$ cat src/rtl/rqf_pkg.sv
// Shared types and constants for the ring queue with front insert.
package rqf_pkg;

  // Width of the capacity register and of the entry count.
  localparam int CNT_W = 5;

  // Width of the data ports on the channels.
  localparam int PORT_DATA_W = 32;

  // Default store geometry.
  localparam int DEPTH_DEFAULT      = 16;
  localparam int DATA_WIDTH_DEFAULT = 32;

  // Capacity after reset.
  localparam int CAP_RESET = 16;

  typedef enum logic [2:0] {
    OP_PUSH_BACK  = 3'd0,
    OP_PUSH_FRONT = 3'd1,
    OP_POP        = 3'd2,
    OP_PEEK       = 3'd3,
    OP_DROP       = 3'd4,
    OP_CLEAR      = 3'd5
  } rqf_op_t;

  // Status of one beat that waits for its store read data.
  typedef struct packed {
    logic             ok;
    logic             rd_hit;
    logic [CNT_W-1:0] count;
    logic             empty;
    logic             full;
  } rqf_meta_t;

endpackage

$ cat src/rtl/rqf_ram.sv
// Generic single-write, single-read RAM with registered read data.
module rqf_ram #(
  parameter int WIDTH = 32,
  parameter int DEPTH = 16
) (
  input  logic                                 clk,
  input  logic                                 wr_en,
  input  logic [(DEPTH > 1 ? $clog2(DEPTH) : 1)-1:0] wr_addr,
  input  logic [WIDTH-1:0]                     wr_data,
  input  logic                                 rd_en,
  input  logic [(DEPTH > 1 ? $clog2(DEPTH) : 1)-1:0] rd_addr,
  output logic [WIDTH-1:0]                     rd_data
);

  logic [WIDTH-1:0] mem [DEPTH];

  always_ff @(posedge clk) begin
    if (wr_en) begin
      mem[wr_addr] <= wr_data;
    end
    if (rd_en) begin
      rd_data <= mem[rd_addr];
    end
  end

endmodule

$ cat src/rtl/ring_queue_with_front_insert.sv
// Top level of the circular queue with push to back and push to front.
//
// The input channel carries one operation per beat (in_operation, in_item_data):
// push back, push front, pop, peek, drop front or clear. Every input beat gives
// exactly one result beat on the output channel: ok, the front word for a
// successful pop or peek (zero otherwise), and the entry count, empty and full
// flags after the operation.
// An input beat is accepted when in_valid is high and in_stall is low. Its result
// reaches the output through the waiting-beat register and the output register:
// the slot store is read in the accept cycle, and its registered read data is
// folded into the output register when the waiting beat moves on. One item can be
// accepted every cycle while in_stall is low. A receiver stall holds a full output
// register and the beat that waits for its read data, and raises in_stall while
// such a beat is present. cfg_wr_en writes the capacity (clipped to 1..DEPTH) and
// empties the queue; the user must use it only while no beat is in flight, as the
// block does not enforce this. Reset (rst_n low, synchronous) sets the capacity to
// 16, empties the queue and drops any beat in flight. The slot store is not
// cleared: no operation reads a slot before a push wrote it.
module ring_queue_with_front_insert #(
  parameter int DEPTH      = rqf_pkg::DEPTH_DEFAULT,
  parameter int DATA_WIDTH = rqf_pkg::DATA_WIDTH_DEFAULT
) (
  input  logic                             clk,
  input  logic                             rst_n,
  // Configuration port.
  input  logic                             cfg_wr_en,
  input  logic [rqf_pkg::CNT_W-1:0]        cfg_capacity,
  // Input channel.
  input  logic                             in_valid,
  output logic                             in_stall,
  input  logic [2:0]                       in_operation,
  input  logic [rqf_pkg::PORT_DATA_W-1:0]  in_item_data,
  // Result channel.
  output logic                             out_valid,
  input  logic                             out_stall,
  output logic                             out_ok,
  output logic [rqf_pkg::PORT_DATA_W-1:0]  out_front_data,
  output logic [rqf_pkg::CNT_W-1:0]        out_entry_count,
  output logic                             out_is_empty,
  output logic                             out_is_full
);

  import rqf_pkg::*;

  localparam int IDX_W = (DEPTH > 1) ? $clog2(DEPTH) : 1;
  // Wide enough to compare an index against a capacity without overflow.
  localparam int CMP_W = ((IDX_W > CNT_W) ? IDX_W : CNT_W) + 1;
  // Capacity in use after reset.
  localparam int RST_CAP = (CAP_RESET > DEPTH) ? DEPTH : CAP_RESET;

  // Clip a capacity value to the range 1..DEPTH.
  function automatic logic [CNT_W-1:0] cap_clip(input logic [CNT_W-1:0] c);
    logic [CNT_W-1:0] r;
    r = c;
    if (c == '0) begin
      r = CNT_W'(1);
    end else if (32'(c) > DEPTH) begin
      r = CNT_W'(DEPTH);
    end
    return r;
  endfunction

  // Queue state.
  logic [CNT_W-1:0] cap_r;
  logic [CNT_W-1:0] count_r, count_nxt;
  logic [IDX_W-1:0] wr_idx_r, wr_idx_nxt;
  logic [IDX_W-1:0] rd_idx_r, rd_idx_nxt;

  // Beat waiting for the store read data, and the output register.
  logic      p1_valid_r;
  rqf_meta_t p1_meta_r, meta_nxt;
  logic      out_valid_r;
  logic      out_ok_r;
  logic [PORT_DATA_W-1:0] out_front_r;
  logic [CNT_W-1:0]       out_count_r;
  logic      out_empty_r;
  logic      out_full_r;

  logic [CNT_W-1:0] cap_use;
  logic             accept;
  logic             p1_adv;
  rqf_op_t          op;

  // Store access.
  logic                  st_wr_en;
  logic [IDX_W-1:0]      st_wr_addr;
  logic                  st_rd_en;
  logic [IDX_W-1:0]      st_rd_addr;
  logic [DATA_WIDTH-1:0] st_rd_data;
  logic [DATA_WIDTH+PORT_DATA_W-1:0] item_wide;
  logic [DATA_WIDTH+PORT_DATA_W-1:0] front_wide;

  logic [IDX_W-1:0] rd_next;
  logic [IDX_W-1:0] rd_prev;
  logic [IDX_W-1:0] wr_next;
  logic [CMP_W-1:0] rd_plus, wr_plus;

  assign cap_use = cap_clip(cap_r);
  assign op      = rqf_op_t'(in_operation);

  // The waiting beat moves on whenever the output register is free or drains.
  assign p1_adv   = !out_valid_r || !out_stall;
  assign in_stall = p1_valid_r && !p1_adv;
  assign accept   = in_valid && !in_stall;

  // Wrapping successor and predecessor within the capacity in use.
  assign rd_plus = CMP_W'(rd_idx_r) + CMP_W'(1);
  assign wr_plus = CMP_W'(wr_idx_r) + CMP_W'(1);
  assign rd_next = (rd_plus >= CMP_W'(cap_use)) ? '0 : rd_plus[IDX_W-1:0];
  assign wr_next = (wr_plus >= CMP_W'(cap_use)) ? '0 : wr_plus[IDX_W-1:0];

  always_comb begin
    logic [CNT_W-1:0] cap_m1;
    cap_m1 = cap_use - CNT_W'(1);
    if (rd_idx_r == '0 || CMP_W'(rd_idx_r) >= CMP_W'(cap_use)) begin
      rd_prev = cap_m1[IDX_W-1:0];
    end else begin
      rd_prev = rd_idx_r - IDX_W'(1);
    end
  end

  // Fit the port word to the store width and back.
  assign item_wide  = {{DATA_WIDTH{1'b0}}, in_item_data};
  assign front_wide = {{PORT_DATA_W{1'b0}}, st_rd_data};

  // Operation decode: next queue state and the store access for this beat.
  always_comb begin
    logic [CNT_W-1:0] cap_m1;
    cap_m1       = cap_use - CNT_W'(1);
    count_nxt    = count_r;
    wr_idx_nxt   = wr_idx_r;
    rd_idx_nxt   = rd_idx_r;
    st_wr_en     = 1'b0;
    st_wr_addr   = wr_idx_r;
    st_rd_en     = 1'b0;
    st_rd_addr   = rd_next;
    meta_nxt     = '0;

    case (op)
      OP_PUSH_BACK: begin
        if (count_r < cap_use) begin
          st_wr_en    = accept;
          wr_idx_nxt  = wr_next;
          count_nxt   = count_r + CNT_W'(1);
          meta_nxt.ok = 1'b1;
        end
      end
      OP_PUSH_FRONT: begin
        // The read index sits one slot before the front, so the new entry
        // goes there and the index steps back.
        if (count_r < cap_use) begin
          st_wr_en    = accept;
          st_wr_addr  = rd_idx_r;
          rd_idx_nxt  = rd_prev;
          count_nxt   = count_r + CNT_W'(1);
          meta_nxt.ok = 1'b1;
        end
      end
      OP_POP: begin
        if (count_r != '0) begin
          st_rd_en        = accept;
          rd_idx_nxt      = rd_next;
          count_nxt       = count_r - CNT_W'(1);
          meta_nxt.ok     = 1'b1;
          meta_nxt.rd_hit = 1'b1;
        end
      end
      OP_PEEK: begin
        if (count_r != '0) begin
          st_rd_en        = accept;
          meta_nxt.ok     = 1'b1;
          meta_nxt.rd_hit = 1'b1;
        end
      end
      OP_DROP: begin
        if (count_r != '0) begin
          rd_idx_nxt  = rd_next;
          count_nxt   = count_r - CNT_W'(1);
          meta_nxt.ok = 1'b1;
        end
      end
      OP_CLEAR: begin
        count_nxt   = '0;
        wr_idx_nxt  = '0;
        rd_idx_nxt  = cap_m1[IDX_W-1:0];
        meta_nxt.ok = 1'b1;
      end
      default: begin
        // Unused codes leave the queue as it is and report a refusal.
      end
    endcase

    meta_nxt.count = count_nxt;
    meta_nxt.empty = (count_nxt == '0);
    meta_nxt.full  = (count_nxt == cap_use);
  end

  // Queue state registers. A capacity write also empties the queue.
  always_ff @(posedge clk) begin
    logic [CNT_W-1:0] cfg_m1;
    cfg_m1 = cap_clip(cfg_capacity) - CNT_W'(1);
    if (!rst_n) begin
      cap_r    <= CNT_W'(CAP_RESET);
      count_r  <= '0;
      wr_idx_r <= '0;
      rd_idx_r <= IDX_W'(RST_CAP - 1);
    end else if (cfg_wr_en) begin
      cap_r    <= cfg_capacity;
      count_r  <= '0;
      wr_idx_r <= '0;
      rd_idx_r <= cfg_m1[IDX_W-1:0];
    end else if (accept) begin
      count_r  <= count_nxt;
      wr_idx_r <= wr_idx_nxt;
      rd_idx_r <= rd_idx_nxt;
    end
  end

  // Beat waiting for the store read data.
  always_ff @(posedge clk) begin
    if (!rst_n) begin
      p1_valid_r <= 1'b0;
    end else if (accept) begin
      p1_valid_r <= 1'b1;
    end else if (p1_adv) begin
      p1_valid_r <= 1'b0;
    end
  end

  always_ff @(posedge clk) begin
    if (accept) begin
      p1_meta_r <= meta_nxt;
    end
  end

  // Output register. The store read data is held until the waiting beat
  // moves, since no new read starts before then.
  always_ff @(posedge clk) begin
    if (!rst_n) begin
      out_valid_r <= 1'b0;
    end else if (p1_adv) begin
      out_valid_r <= p1_valid_r;
    end
  end

  always_ff @(posedge clk) begin
    if (p1_adv && p1_valid_r) begin
      out_ok_r    <= p1_meta_r.ok;
      out_front_r <= p1_meta_r.rd_hit ? front_wide[PORT_DATA_W-1:0] : '0;
      out_count_r <= p1_meta_r.count;
      out_empty_r <= p1_meta_r.empty;
      out_full_r  <= p1_meta_r.full;
    end
  end

  assign out_valid       = out_valid_r;
  assign out_ok          = out_ok_r;
  assign out_front_data  = out_front_r;
  assign out_entry_count = out_count_r;
  assign out_is_empty    = out_empty_r;
  assign out_is_full     = out_full_r;

  rqf_ram #(
    .WIDTH (DATA_WIDTH),
    .DEPTH (DEPTH)
  ) u_slot_store (
    .clk     (clk),
    .wr_en   (st_wr_en),
    .wr_addr (st_wr_addr),
    .wr_data (item_wide[DATA_WIDTH-1:0]),
    .rd_en   (st_rd_en),
    .rd_addr (st_rd_addr),
    .rd_data (st_rd_data)
  );

endmodule

$ cat config.mk
export PLATFORM = sky130hd
export DESIGN_NAME = ring_queue_with_front_insert
export DESIGN_NICKNAME = d
export VERILOG_FILES = /design/src/rtl/rqf_pkg.sv /design/src/rtl/rqf_ram.sv /design/src/rtl/ring_queue_with_front_insert.sv
export SDC_FILE = /design/constraint.sdc
export NUM_CORES = 1
export LEC_CHECK = 0
export BUFFER_PORTS_ARGS = -buffer_cell sky130_fd_sc_hd__buf_2
export CAP_MARGIN = 20
export CORE_MARGIN = 5
export CORE_UTILIZATION = 50
export DETAILED_ROUTE_END_ITERATION = 10
export HOLD_SLACK_MARGIN = 0.06
export PLACE_DENSITY = 0.66
export SYNTH_ARGS = -nofsm -noshare
export SYNTH_HDL_FRONTEND = slang
export SYNTH_SLANG_ARGS = --single-unit
$ cat constraint.sdc
create_clock -name clk -period 4.07 [get_ports clk]
set_input_delay 0.2035 -clock clk [delete_from_list [all_inputs] [get_ports clk]]
set_output_delay 0.2035 -clock clk [all_outputs]
set_load 0.02 [all_outputs]
# == Word level (Yosys, flattened, before mapping) ==
# Memories as Yosys holds them, arrays and structs flattened. A register that Yosys moved wholly into a read port is not among the register bits.
# Cells that the tools add are included.
# W data, S select, Z words.
# totals
ram_bits,512
word_cells,96
ff_bits,69
mem_count,1
input_bits,45
# mem_list
memory,depth,word_bits,rd,rd_clocked_by_memory_dff,wr,line,rtl
u_slot_store.mem,16,32,1,1,1,rqf_ram.sv:15,logic [WIDTH-1:0] mem [DEPTH];
# classes
muxes,31
bitwise,1
reduce_logical,25
n_addsub,7
eq_ne,9
order_cmp,6
# op_table
op,n
$mux W4,12
$mux W5,4
$logic_not A5 Y1,3
$pmux W5 S3,1
$pmux W4 S3,1
$sub A4 B1 Y4 const B,3
$add A4 B1 Y5 const B,2
$ge A5 B5 Y1,2
$gt A5 B5 Y1 const B,2
$mux W1,10
$pmux W4 S2,1
$reduce_or A2 Y1,4
$eq A3 B2 Y1 const B,2
$eq A3 B3 Y1 const B,2
$reduce_bool A2 Y1,3
$add A5 B1 Y5 const B,1
$eq A5 B5 Y1,1
$ge A4 B5 Y1,1
$lt A5 B5 Y1,1
$reduce_bool A5 Y1,1
$sub A5 B1 Y5 const B,1
$logic_not A1 Y1,4
$logic_not A4 Y1,1
$pmux W1 S4,1
12 further kinds,15

# == Logic depth before layout (Yosys ltp) ==
# Gate-level depths: netlist of run 1.
# depth
depth_word,10
ltp_mapped,16
mapped_depth_nobuf,10

# == Modules after synthesis ==
# From an unflattened synthesis of run 1, not the netlist that was laid out.
# hier_totals
cells_unflattened,1216
hier_area_um2,24113.1
# by_module_without_submodules
module,area_each_um2,cells_per_inst,seq_area_each_um2,n_inst
rqf_ram,20155.6,838,16335.7,1
ring_queue_with_front_insert,3957.5,378,1871.8,1

# == Worst setup path before layout of run 1 ==
# OpenSTA, ideal clock, no wires.
# synth_timing
path_kind,reg-to-reg
startpoint,reg cap_r[4]
endpoint,mem u_slot_store.mem[8][0] (enable)
stages_incl_launch_ff,11
required_time_ns,3.649
setup_slack_ns,-0.071
period_less_slack_ns,4.141
arrival_time_ns,3.720
path_cell_list,dfxtp_1 > buf_2 > and2b_1 > inv_1 > ha_1 > a21o_1 > a21oi_1 > o211ai_2 > a21oi_1 > nand3b_1 > nor2_1
# synth_via
elab_chain_len,8
# synth_rtl
element,line,rtl
"start, declared",ring_queue_with_front_insert.sv:64,logic [CNT_W-1:0] cap_r;
"start signal, assigned",ring_queue_with_front_insert.sv:203,cap_r <= CNT_W'(CAP_RESET);
"start signal, assigned",ring_queue_with_front_insert.sv:208,cap_r <= cfg_capacity;
$gt A5 B5 Y1,ring_queue_with_front_insert.sv:57,end else if (32'(c) > DEPTH) begin
$mux W5,ring_queue_with_front_insert.sv:57,
$mux W5 (*),ring_queue_with_front_insert.sv:55,if (c == '0) begin
$lt A5 B5 Y1 (*),"ring_queue_with_front_insert.sv:141, ring_queue_with_front_insert.sv:151",
$mux W1,"ring_queue_with_front_insert.sv:141, ring_queue_with_front_insert.sv:151",
$mux W1,-,
$mux W1,rqf_ram.sv:18,if (wr_en) begin
$mux W1 (implied by the code),rqf_ram.sv:19,mem[wr_addr] <= wr_data;
"end, declared",rqf_ram.sv:15,
# Mark *: on every way between the ends. The rest lies on a longest branch, timed or not.

# == Worst setup path after layout of run 1 ==
# layout_timing
startpoint,reg cap_r[4]
endpoint,mem u_slot_store.mem[2][8] (enable)
# Same word-level chain as after synthesis.

==> Flow_metrics.wiki, run 1 <==
{| class="wikitable"
! Metric !! Value
|-
| Nets@finish || 1,837
|-
| Number of antenna violations at the first check in global routing || 2
|-
| Result of the run || completed
|-
| Most used flip-flop cell after synthesis || sky130_fd_sc_hd__edfxtp_1
|-
| Crit Path Category || reg2reg
|-
| Count of filler cells inserted in the layout || 3,722
|-
| Vias in the first global route || 14,270
|-
| Average wire per standard cell || 22.71 um
|-
| Hpwl dp || 31.66 mm
|-
| Share of async-settable or async-resettable flops after synthesis || 0
|-
| H-tree depth || 2
|-
| Violation count after the first detailed-routing iteration || 1,457
|-
| Global-route met2 utilization || 0.3345
|-
| Top Family by Delay on Critical Path || compound AO/OA/AOI/OAI gates
|-
| Final antenna-violating net count || 0
|-
| Global-route usage over all layers || 0.2066
|-
| Total standard cell area after synthesis || 0.02479 sq mm
|-
| Layer with the highest usage after global routing || met2
|-
| Final critical-path required period || 3.752 ns
|-
| Buffers plus inverters on the worst setup path || 2
|-
| Static leakage || 0.01020 uW
|-
| Drc violations || 0
|-
| Post-synth EDFFs || 593
|-
| Clk buf depth || 3
|-
| Transition time at the pin with the least slew margin || 0.9955 ns
|-
| Fraction of layout instances using a drive strength above 1 || 0.1613
|-
| Peak supply drop || 0.3935 mV
|-
| TritonCTS clock tree || done
|-
| Total area of multi-input combinational cells || 0.006329 sq mm
|-
| Slew Limit Headroom || 0.3332
|-
| Residual overflow from global routing || 0
|-
| Final critical-path setup slack || 0.3180 ns
|-
| Total number of vias || 14,340
|-
| First drt pass iteration count || 5
|-
| Cells traversed along the worst timing path || and2b_1 -> inv_1 -> ha_1 -> nand3_1 -> o211a_1 -> o21ai_1 -> nor3_1 -> a31oi_1 -> nor2_4 -> buf_4
|-
| Final number of setup-violating endpoints || 0
|-
| Max-cap violations || 0
|-
| Cell Rows || 81
|-
| Final weighted congestion in routability-driven placement || 0.8603
|-
| Input/output buffers || 86
|-
| Nature of the critical path startpoint || flip-flop
|-
| Number of max-slew violations in the final report || 0
|-
| Vertical die dimension || 232.7 um
|-
| Portion of the clock cycle consumed by the worst path in the final layout || 0.9219
|-
| Power per Cell Area || 499.0 mW/mm^2
|-
| Syn Inst Count || 1,605
|-
| Final clock skew || 0.02129 ns
|-
| Global-route wire length before repair || 85.84 mm
|-
| Warning count from the yosys run || 0
|-
| Hold WC Path Type || in2reg
|-
| Vias/cell || 5.795
|-
| Unrepaired setup endpoints after global routing || no
|-
| Layout Cells excl Fill || 2,474
|-
| Count of final hold-check violations || 0
|-
| CP Data Required Time || 4.38 ns
|-
| X dimension of the die || 232.7 um
|-
| Number of buffers added for setup after CTS || 0
|-
| Effective utilization at floorplan || 0.5064
|-
| Synthesized netlist net count || 1,677
|-
| P&R area growth vs syn || 16.16%
|-
| Combined flip-flop and latch cell area || 0.01821 sq mm
|-
| Slowest cell on crit path || sky130_fd_sc_hd__a31oi_1
|-
| Seq/Total Area, Yosys || 0.7345
|-
| Global routing met1 resource utilization || 0.2992
|-
| Cell at the root of the clock tree || sky130_fd_sc_hd__clkbuf_16
|-
| Pin count of the biggest net entering global routing || 101
|-
| Maximum clock rate || 266.5 MHz
|-
| Antenna diodes || 0
|-
| Clock-pin slew reported for the worst setup and hold paths after clock tree synthesis || 0.07 ns
|-
| Clk_lat worst skew || 0.61 ns
|-
| Worst setup slack after placement || 0.3553 ns
|-
| Worst setup EP type || flip-flop
|-
| Arrival @ worst endpoint || 4.07 ns
|-
| Placed cell count || 2,320
|-
| Placeable core area || 0.04895 sq mm
|-
| Num Clock Sinks || 613
|-
| TritonCTS buffer count || 59
|-
| Die Footprint || 0.05413 sq mm
|-
| Most frequent cells in the layout || sky130_fd_sc_hd__edfxtp_1, sky130_fd_sc_hd__nand2_1, sky130_fd_sc_hd__mux2i_1, sky130_fd_sc_hd__buf_2, sky130_fd_sc_hd__clkbuf_16
|-
| Setup TNS || 0 ns
|-
| Syn Area/Cell || 15.44 sq um
|-
| Final wirelength || 56.17 mm
|-
| Commonest non-fill, non-tap cell in the layout || sky130_fd_sc_hd__edfxtp_1
|-
| Post-synthesis cell type count || 63
|-
| Number of I/O pins || 87
|-
| Delay of the slowest cell on the worst path || 0.76 ns
|-
| Crit path max fanout || 21
|-
| FF+latch count, synth || 613
|-
| Global-route met3 utilization || 0.03173
|}
worst min-delay path, stage by stage:
cell and delay (ns):
sky130_fd_sc_hd__buf_2 0.21, sky130_fd_sc_hd__nand2b_1 0.15, sky130_fd_sc_hd__nor2_1 0.05
logic make-up after synthesis:
family | after synthesis | share of synthesized area
adders and majority gates | 27 | 0.01363
muxes | 136 | 0.07208
and+or+nand+nor | 437 | 0.07763
xor gates and xnor gates | 11 | 0.003887
AOI/OAI and AO/OA | 269 | 0.08066
buffers and inverters | 112 | 0.01762
DFF | 613 | 0.7345
per-layer routing:
metal | up-vias | part of all wire
met5 | - | 0
met4 | 0 | 0.018
met3 | 81 | 0.063
met2 | 475 | 0.48
met1 | 7245 | 0.44
li1 | 6535 | -
cell type report:
class                      count  share of cell area
tap                          664             0.02885
clock buffer                  73             0.05384
timing repair buffer         191             0.05319
multi-input combinational    880              0.2198
clock inverter                33            0.009299
sequential                   613              0.6324
inverter                      20            0.002607
cells in the mapped netlist, types with 31 or more instances:
master,n,area [sq um]
sky130_fd_sc_hd__edfxtp_1,593,17810
sky130_fd_sc_hd__nand2_1,263,987.2
sky130_fd_sc_hd__mux2i_1,102,1021
sky130_fd_sc_hd__clkbuf_1,71,266.5
sky130_fd_sc_hd__nor2_1,46,172.7
sky130_fd_sc_hd__o21ai_0,46,230.2
sky130_fd_sc_hd__a31oi_1,43,269.0
sky130_fd_sc_hd__nand3_1,41,205.2
sky130_fd_sc_hd__and2_1,37,231.5
sky130_fd_sc_hd__mux4_2,34,765.7
sky130_fd_sc_hd__o221ai_1,33,289.0
sky130_fd_sc_hd__a32o_1,31,310.3
sky130_fd_sc_hd__o2bb2ai_1,31,271.5
what timing repair did:
item                                    CTS  global route
hold buffers                             47             0
gates resized for setup                   0             0
endpoints found under the setup margin    0             0
endpoints found under the hold margin   531             0
final timing paths:
check,to,slack [ns],start,cells past startpoint
worst min register to register,out_entry_count[4],0.42,p1_meta_r[6],0
worst min-delay path,p1_meta_r[7],0.18,in_operation[1],3
worst max-delay path,u_slot_store.mem[2][8],0.32,cap_r[4],10
worst max register to register,u_slot_store.mem[2][8],0.32,cap_r[4],10
per-stage QoR:
step	instance area, sq um	utilization	hold WS, ns	total power (uW)
after floorplan	24790	-	0.3024	8507
after global placement	26470	0.5408	0.4064	9204
after detailed placement	26480	0.5409	0.4045	9259
after CTS	28770	0.5877	0.1465	14450
after global routing	28800	0.5882	0.2082	14920
final	28800	0.5882	0.1818	14370
power breakdown:
group	internal, uW	switching (uW)	total [uW]	leakage, uW
logic	747	1340	2090	0.00378
clock network	2940	2240	5180	0.000890
registers	7060	33.2	7090	0.00554
state kept, by name, summed over array words and instances, names as in the netlist:
signal,flops
out_valid,1
count_r,5
u_slot_store.rd_data,32
p1_valid_r,1
wr_idx_r,4
out_entry_count,5
out_is_empty,1
out_ok,1
p1_meta_r,9
rd_idx_r,4
out_front_data,32
u_slot_store.mem,512
cap_r,5
out_is_full,1
(Power assumes the default switching activity.)
==> run 2: changes to the inputs <==
--- a/config.mk
+++ b/config.mk
@@ -8,10 +8,10 @@
 export BUFFER_PORTS_ARGS = -buffer_cell sky130_fd_sc_hd__buf_2
 export CAP_MARGIN = 20
 export CORE_MARGIN = 5
-export CORE_UTILIZATION = 50
+export CORE_UTILIZATION = 56
 export DETAILED_ROUTE_END_ITERATION = 10
 export HOLD_SLACK_MARGIN = 0.06
-export PLACE_DENSITY = 0.66
+export PLACE_DENSITY = 0.73
 export SYNTH_ARGS = -nofsm -noshare
 export SYNTH_HDL_FRONTEND = slang
 export SYNTH_SLANG_ARGS = --single-unit
==> run 2 against run 1 <==
Compared with the run above:
- core utilization grew 6.4 points
- global-route usage increased by 2.8 points
- power is 0.24% higher
- clock-buffer cell count up 3
- non-clock buffer count grew 7
- register-to-register slack worse by 0.08 ns
- clock skew increased by 0.013 ns
- first-iteration DRC count grew 6.1%
- maximum frequency down 2.0%
- critical endpoint is now u_slot_store.mem[9][7]
- worst setup slack worse by 0.078 ns
- routed wire length up 0.94%
- critical path depth decreased by 1
==> Flow_metrics.wiki, run 2 (synthesis gave the netlist of run 1 again) <==
{| class="wikitable"
! Metric !! Value
|-
| Post-CTS Hold Buffers || 45 (-4.3%)
|-
| P_int || 10,670 uW (-0.73%)
|-
| FF-to-FF setup slack || 0.24 ns (-0.08 ns)
|-
| Average wire per standard cell || 23.50 um (+3.5%)
|-
| Global routing met1 resource utilization || 0.3277 (+0.02855)
|-
| Unrepaired setup endpoints after global routing || no
|-
| Largest register FFs || 512 (unchanged)
|-
| Cell depth of the worst min-delay path || 5 (+2)
|-
| Worst setup slack after placement || 0.2268 ns (-0.1285 ns)
|-
| Switching power of the nets || 3733 uW (+3.1%)
|-
| First drt pass iteration count || 5 (unchanged)
|-
| Vertical die dimension || 220.4 um (-5.3%)
|-
| Count of cells resized by post-cts repair || 0 (unchanged)
|-
| Hold-critical path endpoint || rd_idx_r[1]
|-
| Worst hold start || cfg_capacity[4]
|-
| TritonCTS buffer count || 59 (unchanged)
|-
| TritonCTS clock tree || done
|-
| Crit Path Category || reg2reg
|-
| Fraction of layout instances using a drive strength above 1 || 0.1669 (+0.005615)
|-
| CP Data Required Time || 4.39 ns (about the same)
|-
| P&R area growth vs syn || 15.88%
|-
| Pin count of the biggest net entering global routing || 100 (-0.99%)
|-
| Placeable core area || 0.04403 sq mm (-10%)
|-
| Layer with the highest usage after global routing || met2
|-
| Static leakage || 0.01022 uW (+0.19%)
|-
| Number of antenna violations at the first check in global routing || 1 (-1)
|-
| Peak supply drop || 0.3844 mV (-2.3%)
|-
| X dimension of the die || 220.4 um (-5.3%)
|-
| Number of cell instances on the worst register-to-register path || 9 (-1)
|-
| Post-layout utilization of the core || 0.6524 (+0.06417)
|-
| Clock-pin slew reported for the worst setup and hold paths after clock tree synthesis || 0.07 ns (about the same)
|-
| Cell at the root of the clock tree || sky130_fd_sc_hd__clkbuf_16
|-
| Final number of setup-violating endpoints || 0 (unchanged)
|-
| Slew Limit Headroom || 0.3848 (+0.05157)
|-
| Final critical-path setup slack || 0.2402 ns (-0.07784 ns)
|-
| Cells traversed along the worst timing path || and2b_1 -> inv_1 -> ha_1 -> nand3_1 -> o211a_1 -> o21ai_1 -> a31oi_1 -> nor2_4 -> buf_4
|-
| Drc violations || 0 (unchanged)
|-
| Cell Rows || 77 (-4.9%)
|-
| Final weighted congestion in routability-driven placement || 0.9134 (+6.2%)
|-
| Count of filler cells inserted in the layout || 3,026 (-19%)
|-
| Violation count after the first detailed-routing iteration || 1,546 (+6.1%)
|-
| Portion of total power attributed to the clock network || 0.359 (-0.002)
|-
| Maximum clock rate || 261.1 MHz (-2.0%)
|-
| Input/output buffers || 86 (unchanged)
|-
| Number of max-slew violations in the final report || 0 (unchanged)
|-
| Clk buf depth || 3 (unchanged)
|-
| Beginning of the worst register-to-register path || cap_r[4]
|-
| Sequential share of power || 0.493 (about the same)
|-
| Share of power burned in combinational logic || 0.149 (+0.003)
|-
| Nets@finish || 1,844 (+0.38%)
|-
| Worst setup EP type || flip-flop
|-
| Nature of the critical path startpoint || flip-flop
|-
| Most frequent cells in the layout || sky130_fd_sc_hd__edfxtp_1, sky130_fd_sc_hd__nand2_1, sky130_fd_sc_hd__mux2i_1, sky130_fd_sc_hd__buf_2, sky130_fd_sc_hd__clkbuf_16
|-
| Result of the run || completed
|-
| Slowest cell on crit path || sky130_fd_sc_hd__nor2_4
|-
| Global-route met3 utilization || 0.03626 (+0.004530)
|-
| Final antenna-violating net count || 0 (unchanged)
|-
| Switching part of the total power || 0.2592 (+0.007267)
|-
| Effective utilization at floorplan || 0.5630 (+0.05661)
|-
| Hpwl dp || 33.50 mm (+5.8%)
|-
| Max-cap violations || 0 (unchanged)
|-
| Arrival @ worst endpoint || 4.15 ns (+0.08 ns)
|-
| Power per Cell Area || 501.4 mW/mm^2 (+0.49%)
|-
| Final wirelength || 56.70 mm (+0.94%)
|-
| Clk_lat worst skew || 0.63 ns (+0.02 ns)
|-
| Most flop-heavy register || u_slot_store.mem
|-
| Number of buffers added for setup after CTS || 0 (unchanged)
|-
| Die Footprint || 0.04857 sq mm (-10%)
|-
| Transition time at the pin with the least slew margin || 0.9185 ns (-0.07699 ns)
|-
| Total number of vias || 14,640 (+2.1%)
|-
| H-tree depth || 2 (unchanged)
|-
| Residual overflow from global routing || 0 (unchanged)
|-
| Global-route wire length before repair || 87.25 mm (+1.6%)
|-
| Portion of the clock cycle consumed by the worst path in the final layout || 0.9410 (+0.01912)
|-
| Antenna diodes || 0 (unchanged)
|-
| Num Clock Sinks || 613 (unchanged)
|-
| Reg2Reg Capture Point || u_slot_store.mem[9][7]
|-
| Crit path max fanout || 22 (+4.8%)
|-
| Global-route met2 utilization || 0.3846 (+0.05013)
|-
| Count of final hold-check violations || 0 (unchanged)
|-
| Final clock skew || 0.03468 ns (+0.01339 ns)
|-
| Commonest non-fill, non-tap cell in the layout || sky130_fd_sc_hd__edfxtp_1
|-
| Vias in the first global route || 14,900 (+4.4%)
|-
| Vias/cell || 6.066 (+4.7%)
|-
| Number of I/O pins || 87 (unchanged)
|-
| Final critical-path required period || 3.830 ns (+0.07784 ns)
|-
| Delay of the slowest cell on the worst path || 0.70 ns (-0.06 ns)
|-
| Global-route usage over all layers || 0.2349 (+0.02828)
|-
| Hold WC Path Type || in2reg
|}
[run 2: cell types whose count changed in the layout (fill, tap and decap cells not counted), moves of 2 or more]
cell                            delta
sky130_fd_sc_hd__buf_12            -2
sky130_fd_sc_hd__buf_4            +11
sky130_fd_sc_hd__bufinv_16         -2
sky130_fd_sc_hd__clkbuf_8          +3
sky130_fd_sc_hd__clkinv_2          -3
sky130_fd_sc_hd__clkinv_4          +3
sky130_fd_sc_hd__clkinvlp_4        +2
sky130_fd_sc_hd__dlygate4sd3_1     -2
[run 2: worst max-delay path: cells and delay by family, from the launching register on]
kind,cells,cell delay [ns]
simple gates,3,1.29
compound gates,3,1.04
buf+inv,2,0.48
flops,1,0.41
fa+ha+maj,1,0.32
[run 2: power by group through the flow]
stage | registers, uW | logic, uW | clock network (uW)
final | 7100 | 2140 | 5170
after global routing | 7100 | 2300 | 5520
after CTS | 7100 | 2140 | 5250
after detailed placement | 7230 | 2090 | 0
after global placement | 7230 | 2040 | 0
after floorplan | 7240 | 1260 | 0
[run 2: metrics by stage]
step	instance area (sq um)	total power [uW]	instances	hold slack, ns	TNS [ns]
2_1_floorplan	24790	8507	1605	0.3024	-29.09
6_report	28730	14400	2413	0.1576	0
5_1_grt	28730	14920	2413	0.1870	0
4_1_cts	28730	14480	2413	0.1272	0
3_3_place_gp	26410	9267	2256	0.4058	0
3_5_place_dp	26440	9315	2258	0.4063	0
[run 2: how the worst max path moves through the flow]
stage / from / end / slack (ns) / cells past startpoint
after CTS: cap_r[4] / u_slot_store.mem[9][16] / 0.24 / 9
after detailed placement: cap_r[4] / u_slot_store.mem[9][12] / 0.23 / 9
after global routing: cap_r[4] / u_slot_store.mem[9][13] / 0.02 / 9
after floorplan: cap_r[4] / u_slot_store.mem[8][0] / -0.07 / 10
after global placement: cap_r[4] / u_slot_store.mem[9][8] / 0.36 / 9
final: cap_r[4] / u_slot_store.mem[9][7] / 0.24 / 9
[run 2: final cells by class]
class                   count  area, sq um  area share
flip-flops and latches    613        18210      0.6340
multi-input cells         880         6329      0.2203
clock buffers              76         1570     0.05467
repair buffers            198         1531     0.05331
well taps                 592        740.7     0.02579
clock inverters            34        267.8    0.009321
inverters                  20        75.07    0.002613
[run 2: layer usage]
| layer | wire length [um] | vias up | share of wire |
|---|---|---|---|
| met4 | 1615 | 2 | 0.028 |
| met1 | 23460 | 7347 | 0.41 |
| met2 | 27460 | 623 | 0.48 |
| met3 | 4156 | 112 | 0.073 |
| li1 | - | 6554 | - |
| met5 | 13 | - | 0.00023 |
